### src/rtl/fot_pkg.sv
// Shared types, codes and helpers for the feed owner table.
`timescale 1ns / 1ps
`default_nettype none

package fot_pkg;

	localparam int NUM_ENTRIES = 32;
	localparam int IDX_W       = $clog2(NUM_ENTRIES);
	localparam int CNT_W       = $clog2(NUM_ENTRIES + 1);
	localparam int ID_W        = 31;
	localparam int PORT_W      = 16;
	localparam int MASK_W      = 32;
	localparam int LIMIT_W     = 32;

	typedef enum logic [1:0] {
		MODE_CLAIM   = 2'd0,
		MODE_LOOKUP  = 2'd1,
		MODE_RELEASE = 2'd2,
		MODE_CLEAR   = 2'd3
	} mode_t;

	typedef enum logic [1:0] {
		STAT_OK        = 2'd0,
		STAT_INVALID   = 2'd1,
		STAT_DUP       = 2'd2,
		STAT_NOT_FOUND = 2'd3
	} status_t;

	typedef enum logic [1:0] {
		S_IDLE,
		S_SCAN,
		S_WRITE,
		S_DONE
	} state_t;

	typedef struct packed {
		logic [ID_W-1:0]   id;
		logic [PORT_W-1:0] tport;
		logic [PORT_W-1:0] sport;
	} entry_t;

	typedef struct packed {
		mode_t             mode;
		logic [MASK_W-1:0] feed_mask;
		logic [ID_W-1:0]   owner_id;
		logic [PORT_W-1:0] transfer_port;
		logic [PORT_W-1:0] service_port;
	} item_t;

	typedef struct packed {
		status_t           status;
		logic [ID_W-1:0]   found_id;
		logic [PORT_W-1:0] found_transfer_port;
		logic [PORT_W-1:0] found_service_port;
	} result_t;

	typedef struct packed {
		logic             rd_en;
		logic [IDX_W-1:0] rd_addr;
		logic             wr_en;
		logic [IDX_W-1:0] wr_addr;
		entry_t           wr_data;
		logic             inv_en;
		logic [IDX_W-1:0] inv_addr;
		logic             clr_all;
	} store_req_t;

	typedef struct packed {
		logic   vld;
		entry_t entry;
	} store_rsp_t;

	// entry is in the claim/lookup range when its single-bit mask value <= limit
	function automatic logic in_scan(input logic [LIMIT_W-1:0] limit,
			input logic [IDX_W-1:0] idx);
		return (limit >> idx) != '0;
	endfunction

endpackage

`default_nettype wire

### src/rtl/feed_owner_table_top.sv
// Feed owner table: stream ports, limit register and the table core.
//
// One request in, one response out. A request is taken only while the table
// is idle, but a finished response waits in its own register so the next
// request can go in before it is taken. Every entry sits in a synchronous
// memory with one read and one write port that is swept one entry per cycle:
// lookup and release take one sweep of all 32 entries, a successful claim a
// check sweep then a write sweep, a failed claim the check sweep only, and
// clear and a zero-id claim go without any sweep. Occupied bits
// are held in flops, so reset and clear are immediate and no clearing pass
// is run. The feed_limit register may be written at any time the table is
// idle and is taken in a single cycle.
`timescale 1ns / 1ps
`default_nettype none

module feed_owner_table_top (
	input  wire logic        clk,
	input  wire logic        arst_n,
	input  wire logic        cfg_valid,
	output logic             cfg_ready,
	input  wire logic [31:0] cfg_data,      // feed_limit
	input  wire logic        s_axis_tvalid,
	output logic             s_axis_tready,
	input  wire logic [95:0] s_axis_tdata,  // feed_mask, owner_id, transfer_port, service_port
	input  wire logic [1:0]  s_axis_tuser,  // mode
	output logic             m_axis_tvalid,
	input  wire logic        m_axis_tready,
	output logic [71:0]      m_axis_tdata   // status, found_id, found_transfer_port, found_service_port
);
	import fot_pkg::*;

	logic [LIMIT_W-1:0] limit_q;
	item_t              in_item;
	result_t            res;
	store_req_t         store_req;
	store_rsp_t         store_rsp;

	assign cfg_ready = 1'b1;

	always_ff @(posedge clk or negedge arst_n) begin
		if (!arst_n) begin
			limit_q <= '1;
		end else if (cfg_valid && cfg_ready) begin
			limit_q <= cfg_data;
		end
	end

	assign in_item.mode          = mode_t'(s_axis_tuser);
	assign in_item.feed_mask     = s_axis_tdata[31:0];
	assign in_item.owner_id      = s_axis_tdata[62:32];
	assign in_item.transfer_port = s_axis_tdata[78:63];
	assign in_item.service_port  = s_axis_tdata[94:79];

	fot_store u_store (
		.clk    (clk),
		.arst_n (arst_n),
		.req    (store_req),
		.rsp    (store_rsp)
	);

	fot_ctrl u_ctrl (
		.clk       (clk),
		.arst_n    (arst_n),
		.in_valid  (s_axis_tvalid),
		.in_ready  (s_axis_tready),
		.in_item   (in_item),
		.limit     (limit_q),
		.out_valid (m_axis_tvalid),
		.out_ready (m_axis_tready),
		.out_res   (res),
		.store_req (store_req),
		.store_rsp (store_rsp)
	);

	assign m_axis_tdata = {7'd0, res.found_service_port, res.found_transfer_port,
		res.found_id, res.status};

endmodule

`default_nettype wire

### src/rtl/fot_store.sv
// Entry memory with per-entry occupied bits; one read, one write per cycle.
`timescale 1ns / 1ps
`default_nettype none

module fot_store (
	input  wire logic                clk,
	input  wire logic                arst_n,
	input  wire fot_pkg::store_req_t req,
	output fot_pkg::store_rsp_t      rsp
);
	import fot_pkg::*;

	entry_t                 mem_q [NUM_ENTRIES];
	logic [NUM_ENTRIES-1:0] valid_q;
	entry_t                 rd_data_q;
	logic                   rd_vld_q;

	always_ff @(posedge clk) begin
		if (req.wr_en) begin
			mem_q[req.wr_addr] <= req.wr_data;
		end
		if (req.rd_en) begin
			rd_data_q <= mem_q[req.rd_addr];
		end
	end

	// occupied bits: an entry that is not occupied reads as empty
	always_ff @(posedge clk or negedge arst_n) begin
		if (!arst_n) begin
			valid_q  <= '0;
			rd_vld_q <= 1'b0;
		end else begin
			if (req.rd_en) begin
				rd_vld_q <= valid_q[req.rd_addr];
			end
			if (req.clr_all) begin
				valid_q <= '0;
			end else begin
				if (req.inv_en) begin
					valid_q[req.inv_addr] <= 1'b0;
				end
				if (req.wr_en) begin
					valid_q[req.wr_addr] <= 1'b1;
				end
			end
		end
	end

	assign rsp.vld   = rd_vld_q;
	assign rsp.entry = rd_vld_q ? rd_data_q : '0;

endmodule

`default_nettype wire

### src/rtl/fot_ctrl.sv
// Operation sequencer: scan pass, claim write pass and result register.
`timescale 1ns / 1ps
`default_nettype none

module fot_ctrl (
	input  wire logic                        clk,
	input  wire logic                        arst_n,
	input  wire logic                        in_valid,
	output logic                             in_ready,
	input  wire fot_pkg::item_t              in_item,
	input  wire logic [fot_pkg::LIMIT_W-1:0] limit,
	output logic                             out_valid,
	input  wire logic                        out_ready,
	output fot_pkg::result_t                 out_res,
	output fot_pkg::store_req_t              store_req,
	input  wire fot_pkg::store_rsp_t         store_rsp
);
	import fot_pkg::*;

	state_t            state_q, state_d;
	mode_t             mode_q;
	logic [MASK_W-1:0] mask_q;
	logic [ID_W-1:0]   id_q;
	logic [PORT_W-1:0] tport_q;
	logic [PORT_W-1:0] sport_q;
	logic [CNT_W-1:0]  cnt_q;
	logic [IDX_W-1:0]  cur_idx;
	logic              issue;
	logic              pipe_s1;
	logic [IDX_W-1:0]  idx_s1;
	logic              hit_q;
	entry_t            found_q;
	result_t           res_q, res_d;
	logic              out_vld_q;
	logic              accept;
	logic              load;
	logic              s1_scan;
	logic              s1_mask;
	logic              rel_match;

	assign cur_idx = cnt_q[IDX_W-1:0];
	assign issue   = (state_q == S_SCAN) && (cnt_q < CNT_W'(NUM_ENTRIES));
	assign s1_scan = in_scan(limit, idx_s1);
	assign s1_mask = mask_q[idx_s1];
	// an empty entry reads as id zero, so a zero id matches the empty entries
	assign rel_match = store_rsp.vld ? (store_rsp.entry.id == id_q) : (id_q == '0);

	always_comb begin
		state_d   = state_q;
		in_ready  = 1'b0;
		load      = 1'b0;
		store_req = '0;
		store_req.rd_addr  = cur_idx;
		store_req.wr_addr  = cur_idx;
		store_req.wr_data  = '{id: id_q, tport: tport_q, sport: sport_q};
		store_req.inv_addr = idx_s1;
		store_req.inv_en   = pipe_s1 && (mode_q == MODE_RELEASE) && rel_match;
		unique case (state_q)
			S_IDLE: begin
				in_ready = 1'b1;
				if (in_valid) begin
					if (in_item.mode == MODE_CLEAR) begin
						store_req.clr_all = 1'b1;
						state_d = S_DONE;
					end else if (in_item.mode == MODE_CLAIM && in_item.owner_id == '0) begin
						state_d = S_DONE;
					end else begin
						state_d = S_SCAN;
					end
				end
			end
			S_SCAN: begin
				store_req.rd_en = issue;
				if (!issue && !pipe_s1) begin
					state_d = (mode_q == MODE_CLAIM && !hit_q) ? S_WRITE : S_DONE;
				end
			end
			S_WRITE: begin
				store_req.wr_en = in_scan(limit, cur_idx) && mask_q[cur_idx];
				if (cur_idx == IDX_W'(NUM_ENTRIES - 1)) begin
					state_d = S_DONE;
				end
			end
			S_DONE: begin
				if (!out_vld_q || out_ready) begin
					load    = 1'b1;
					state_d = S_IDLE;
				end
			end
			default: state_d = S_IDLE;
		endcase
	end

	assign accept = in_valid && in_ready;

	always_comb begin
		res_d = '0;
		case (mode_q)
			MODE_CLAIM: begin
				if (id_q == '0) begin
					res_d.status = STAT_INVALID;
				end else begin
					res_d.status = hit_q ? STAT_DUP : STAT_OK;
				end
			end
			MODE_LOOKUP: begin
				res_d.status              = hit_q ? STAT_OK : STAT_NOT_FOUND;
				res_d.found_id            = found_q.id;
				res_d.found_transfer_port = found_q.tport;
				res_d.found_service_port  = found_q.sport;
			end
			MODE_RELEASE: res_d.status = hit_q ? STAT_OK : STAT_NOT_FOUND;
			default:      res_d.status = STAT_OK;
		endcase
	end

	always_ff @(posedge clk or negedge arst_n) begin
		if (!arst_n) begin
			state_q   <= S_IDLE;
			cnt_q     <= '0;
			pipe_s1   <= 1'b0;
			hit_q     <= 1'b0;
			out_vld_q <= 1'b0;
		end else begin
			state_q <= state_d;
			pipe_s1 <= issue;
			if (accept) begin
				cnt_q <= '0;
				hit_q <= 1'b0;
			end else if (state_q == S_SCAN && state_d == S_WRITE) begin
				cnt_q <= '0;
			end else if (issue || state_q == S_WRITE) begin
				cnt_q <= cnt_q + 1'b1;
			end
			if (pipe_s1) begin
				case (mode_q)
					MODE_CLAIM: begin
						if (s1_scan && store_rsp.vld &&
								(store_rsp.entry.id == id_q || s1_mask)) begin
							hit_q <= 1'b1;
						end
					end
					MODE_LOOKUP: begin
						if (s1_scan && store_rsp.vld && s1_mask) begin
							hit_q <= 1'b1;
						end
					end
					MODE_RELEASE: begin
						if (rel_match) begin
							hit_q <= 1'b1;
						end
					end
					default: ;
				endcase
			end
			if (load) begin
				out_vld_q <= 1'b1;
			end else if (out_ready) begin
				out_vld_q <= 1'b0;
			end
		end
	end

	always_ff @(posedge clk) begin
		if (accept) begin
			mode_q  <= in_item.mode;
			mask_q  <= in_item.feed_mask;
			id_q    <= in_item.owner_id;
			tport_q <= in_item.transfer_port;
			sport_q <= in_item.service_port;
			found_q <= '0;
		end else if (pipe_s1 && mode_q == MODE_LOOKUP && !hit_q &&
				s1_scan && store_rsp.vld && s1_mask) begin
			// first hit in bit order wins
			found_q <= store_rsp.entry;
		end
		idx_s1 <= cur_idx;
		if (load) begin
			res_q <= res_d;
		end
	end

	assign out_valid = out_vld_q;
	assign out_res   = res_q;

	a_write_only_in_write_pass: assert property (@(posedge clk) disable iff (!arst_n)
		store_req.wr_en |-> (state_q == S_WRITE) && (mode_q == MODE_CLAIM) && !hit_q)
		else $error("table write outside claim write pass");

	a_inv_only_on_release: assert property (@(posedge clk) disable iff (!arst_n)
		store_req.inv_en |-> (mode_q == MODE_RELEASE) && (state_q == S_SCAN))
		else $error("entry emptied outside release scan");

	a_found_only_lookup: assert property (@(posedge clk) disable iff (!arst_n)
		(load && res_d.found_id != '0) |-> (mode_q == MODE_LOOKUP) && hit_q)
		else $error("found id reported outside a lookup hit");

	a_result_held: assert property (@(posedge clk) disable iff (!arst_n)
		(out_vld_q && !out_ready) |=> $stable(res_q))
		else $error("pending result overwritten");

	a_no_read_after_scan: assert property (@(posedge clk) disable iff (!arst_n)
		(state_q == S_SCAN && !issue) |-> !store_req.rd_en)
		else $error("read issued past the last entry");

endmodule

`default_nettype wire

### config.mk
export PLATFORM = sky130hd
export DESIGN_NAME = feed_owner_table_top
export DESIGN_NICKNAME = d
export VERILOG_FILES = /design/src/rtl/fot_pkg.sv /design/src/rtl/feed_owner_table_top.sv /design/src/rtl/fot_store.sv /design/src/rtl/fot_ctrl.sv
export SDC_FILE = /design/constraint.sdc
export NUM_CORES = 2
export LEC_CHECK = 0
export BUFFER_PORTS_ARGS = -buffer_cell sky130_fd_sc_hd__clkbuf_2
export CORE_UTILIZATION = 45
export CTS_BUF_LIST = sky130_fd_sc_hd__clkbuf_4
export DETAILED_ROUTE_END_ITERATION = 8
export GPL_ROUTABILITY_DRIVEN = 0
export PLACE_DENSITY = 0.58
export SLEW_MARGIN = 20
export SYNTH_ARGS = -nofsm -noshare
export SYNTH_HDL_FRONTEND = slang
export SYNTH_SLANG_ARGS = --single-unit
export TNS_END_PERCENT = 5
### constraint.sdc
create_clock -name clk -period 9 [get_ports clk]
set_input_delay 1.8 -clock clk [delete_from_list [all_inputs] [get_ports clk]]
set_output_delay 1.8 -clock clk [all_outputs]
set_load 0.005 [all_outputs]
==> results.md <==
* Clock transition at the registers of the reported paths at 70 ps
* Crit path capture type: flop
* Status: completed
* Crit path DAT at 6620 ps
* Yosys Warn Count at 0
* Die ar. at between 200000 and 250000 um2
* Post-route setup slack at between 3000 and 4000 ps
* Vias at approximately 48000
* Initial drt markers at a little over 5000
* Post-synthesis adder-cell area fraction at 0.123%
* Post-Syn Area at slightly above 90000 um2
* Required time worst endpoint at ~10000 ps
* Top fanout value on the critical path at 68
* Fraction of registers with async set/reset at under 10%
* Seq cells post-synth at 2385
* Grt ovf at 0
* Layout Cell Area excl Fill at ~100000 um2
* PD cells at around 290 nW/um2
* CTS tree: built
* RSZ-0062 raised after global routing: false
* Final setup vio count at 0
* Worst r2r src: u_ctrl.cnt_q[1]$_DFFE_PN0P_
* XOR/XNOR share of the synthesized area at less than 1%
* IO Pins at 210
* Post-DP HPWL at ~120000 um
* Largest net degree at the start of global routing at 135
* Slew Limit Fails at 0
* Min Clock Period, post-route at between 5000 and 6000 ps
* Vias per cell at roughly 5.9
* Initial Utilization at about 45%
* First-pass GRT wire length at between 300000 and 400000 um
* Slew HR at 23.6%
* DRC Markers at 0
* Root buffer cell: clkbuf_4
* Slew @ Worst Pin at roughly 1100 ps
* Post-synth EDFFs at about 2200
* Net Sw Power at 8.92 mW
* Post-CTS setup repair buffer count at 0
* Final wirelength at 244000 um
* Max cap viols at 0
* Simple-gate share of the synthesized area at a little under 3%
* Initial antenna violation count at 5
* Clock power frac at ~31%
* Register area share after synthesis at 77.1%
* Cell Int Power at 21.3 mW
* Vias in the first global route at roughly 50000
* Post-CTS Resized at 0
* Syn Inst Count at 4316
* Critical path type: flop to flop
* Longest Clk Path Bufs at 4
* Synth Area per Inst at 21.2 um2
* Post-synthesis mux area share at 14.7%
* Die X at approximately 450 um
* Peak Freq at 177 MHz
* Part of the power in registers at a little under half
* Setup TNS at 0 ps
* Comb pwr share at between 20% and 30%
* Clk_lat worst skew at 1420 ps
* IO buf count at 200
* Nets at about 5200
* Largest family of logic cells by synthesized area: multiplexers
* Layout Skew at about 130 ps
* Placed Area at 96000 um2
* TritonCTS buffer count at 632
* CTS Hold Bufs at 0
* Synth Area in Compound Gates at 3.49%
* Hold Vio Cnt, Final at 0
* Rows at between 150 and 200
* Clock Sink Count at 2385
* Sw Share at 29.5%
* Crit path from: u_ctrl.cnt_q[1]$_DFFE_PN0P_
* P_leak at approximately 34 nW
* DP Worst Slack at between 3000 and 4000 ps
* Gr usage total at a little under a quarter
* Distinct cells, synth at 85
* Area Overhead vs Synth at 13.5%
* Worst Setup Start Kind: flop
* Share of cells above drive strength 1 at 36.2%
* Area of the core at between 200000 and 250000 um2
* Hold Path Class: input port to async pin
* Number of H-tree levels at 6
* Period utilization at approximately 63%
* Peak supply drop at around 0.24 mV
* Die height at approximately 450 um
* Post-DRT Antenna Nets at 0
* Ys flop type: edfxtp_1
* First-pass DRT Iterations at 5
* WL/cell at 30.0 um
* Hold WS at 352 ps
-- synth_stat cells, types with 26 or more instances --
cell / count / area (um2)
and3_1: 45 / 282
o22ai_1: 26 / 163
buf_2: 70 / 350
clkbuf_1: 126 / 473
dfstp_2: 32 / 841
and2_1: 74 / 463
mux4_2: 531 / 12000
dfrtp_1: 44 / 1100
nor3_1: 41 / 205
o21ai_0: 87 / 435
buf_1: 27 / 101
nor2_1: 128 / 480
mux2i_1: 117 / 1170
nand4_1: 33 / 206
a22oi_1: 218 / 1640
nand3_1: 31 / 155
edfxtp_1: 2241 / 67300
a21oi_1: 31 / 155
mux2_2: 30 / 338
nand2_1: 43 / 161
dfxtp_1: 68 / 1360
-- flip-flops by register name, summed over array words and instances (netlist names), 2 cells and up --
signal             count
limit_q               32
u_ctrl.cnt_q           6
u_ctrl.found_q        63
u_ctrl.id_q           31
u_ctrl.idx_s1          5
u_ctrl.mask_q         32
u_ctrl.mode_q          2
u_ctrl.out_res        65
u_ctrl.sport_q        16
u_ctrl.state_q         2
u_ctrl.tport_q        16
u_store.mem_q       2016
u_store.rd_data_q     63
u_store.valid_q       32
-- per-layer routing --
layer  part of all wire [%]  GRT usage, %  wire length (um)  vias up
li1                       -             -                 -    20000
met3                    7.4          4.73             18200      347
met5                 0.0053             0                13        -
met4                    2.6          8.02              6220        2
met1                     41          32.7            100000    25400
met2                     49          37.9            119000     2192
-- metrics by stage --
stage	power, mW	instances	util [%]
after floorplan	18.8	4322	-
after CTS	30.5	8125	51.4
after global placement	21.1	7058	47.5
after global routing	31.5	8140	51.4
after detailed placement	21.1	7059	47.5
final	30.2	8143	51.4
-- power by group through the flow --
| stage | sequential, mW | combinational, mW | clock (mW) |
|---|---|---|---|
| floorplan | 14.0 | 4.88 | 0 |
| global placement | 14.2 | 6.87 | 0 |
| detailed placement | 14.3 | 6.89 | 0 |
| CTS | 14.0 | 6.91 | 9.59 |
| global route | 14.1 | 7.31 | 10.1 |
| finish | 14.0 | 6.86 | 9.33 |
-- final timing paths --
| path | end | slack (ps) | depth (start not counted) |
|---|---|---|---|
| setup / recovery | u_store.mem_q[3][53]$_DFFE_PP_ | 3350 | 11 |
| hold reg to reg | u_ctrl.found_q[8]$_SDFFE_PP0P_ | 460 | 2 |
| min in group clk | u_ctrl.found_q[8]$_SDFFE_PP0P_ | 460 | 2 |
| max in group asynchronous | u_ctrl.cnt_q[2]$_DFFE_PN0P_ | 7530 | 2 |
| hold / removal | u_ctrl.out_valid$_DFFE_PN0P_ | 350 | 1 |
| setup reg to reg | u_store.mem_q[3][53]$_DFFE_PP_ | 3350 | 11 |
-- cell type report --
class,count,area (um2)
clock buffer,948,7120
tap,2672,3340
clock inverter,118,691
sequential,2385,70600
timing repair buffer,330,2150
antenna,10,25.0
multi-input combinational,1666,20000
fill,16300,98200
inverter,14,55.1
-- cells in the final DEF, fill, tap and decap left out, drive strengths merged, types with 14 or more instances in the layout --
cell type     n
edfxtp     2241
clkbuf     1147
mux4        531
a22oi       218
buf         131
nor2        128
mux2i       117
clkinv       95
o21ai        93
and2         74
dfxtp        68
and3         45
dfrtp        44
nand2        43
nor3         42
nand4        33
nand3        33
dfstp        32
a21oi        31
mux2         31
o22ai        26
inv          25
nor4         24
xor2         15
nor2b        14
-- cells by family (layout without fill, tap and decap cells) --
group | after synthesis | count (layout)
flip-flops | 2385 | 2385
multiplexers | 679 | 679
AND/OR/NAND/NOR | 498 | 498
AO/OA/AOI/OAI | 454 | 454
buffers and inverters | 271 | 1410
XOR/XNOR | 18 | 18
adder cells (fa/ha/maj) | 9 | 9
other | 2 | 18
-- worst max-delay path, cell delays in order (launching register included) --
cell	delay, ps
dfrtp_4	770
buf_4	850
inv_2	290
a2111oi_1	500
o21ai_1	120
a2111oi_2	530
o21ai_1	230
a211oi_2	320
buf_4	320
and4bb_1	310
and2_4	390
buf_4	500
Note: power is estimated with default switching activity, not from simulation.
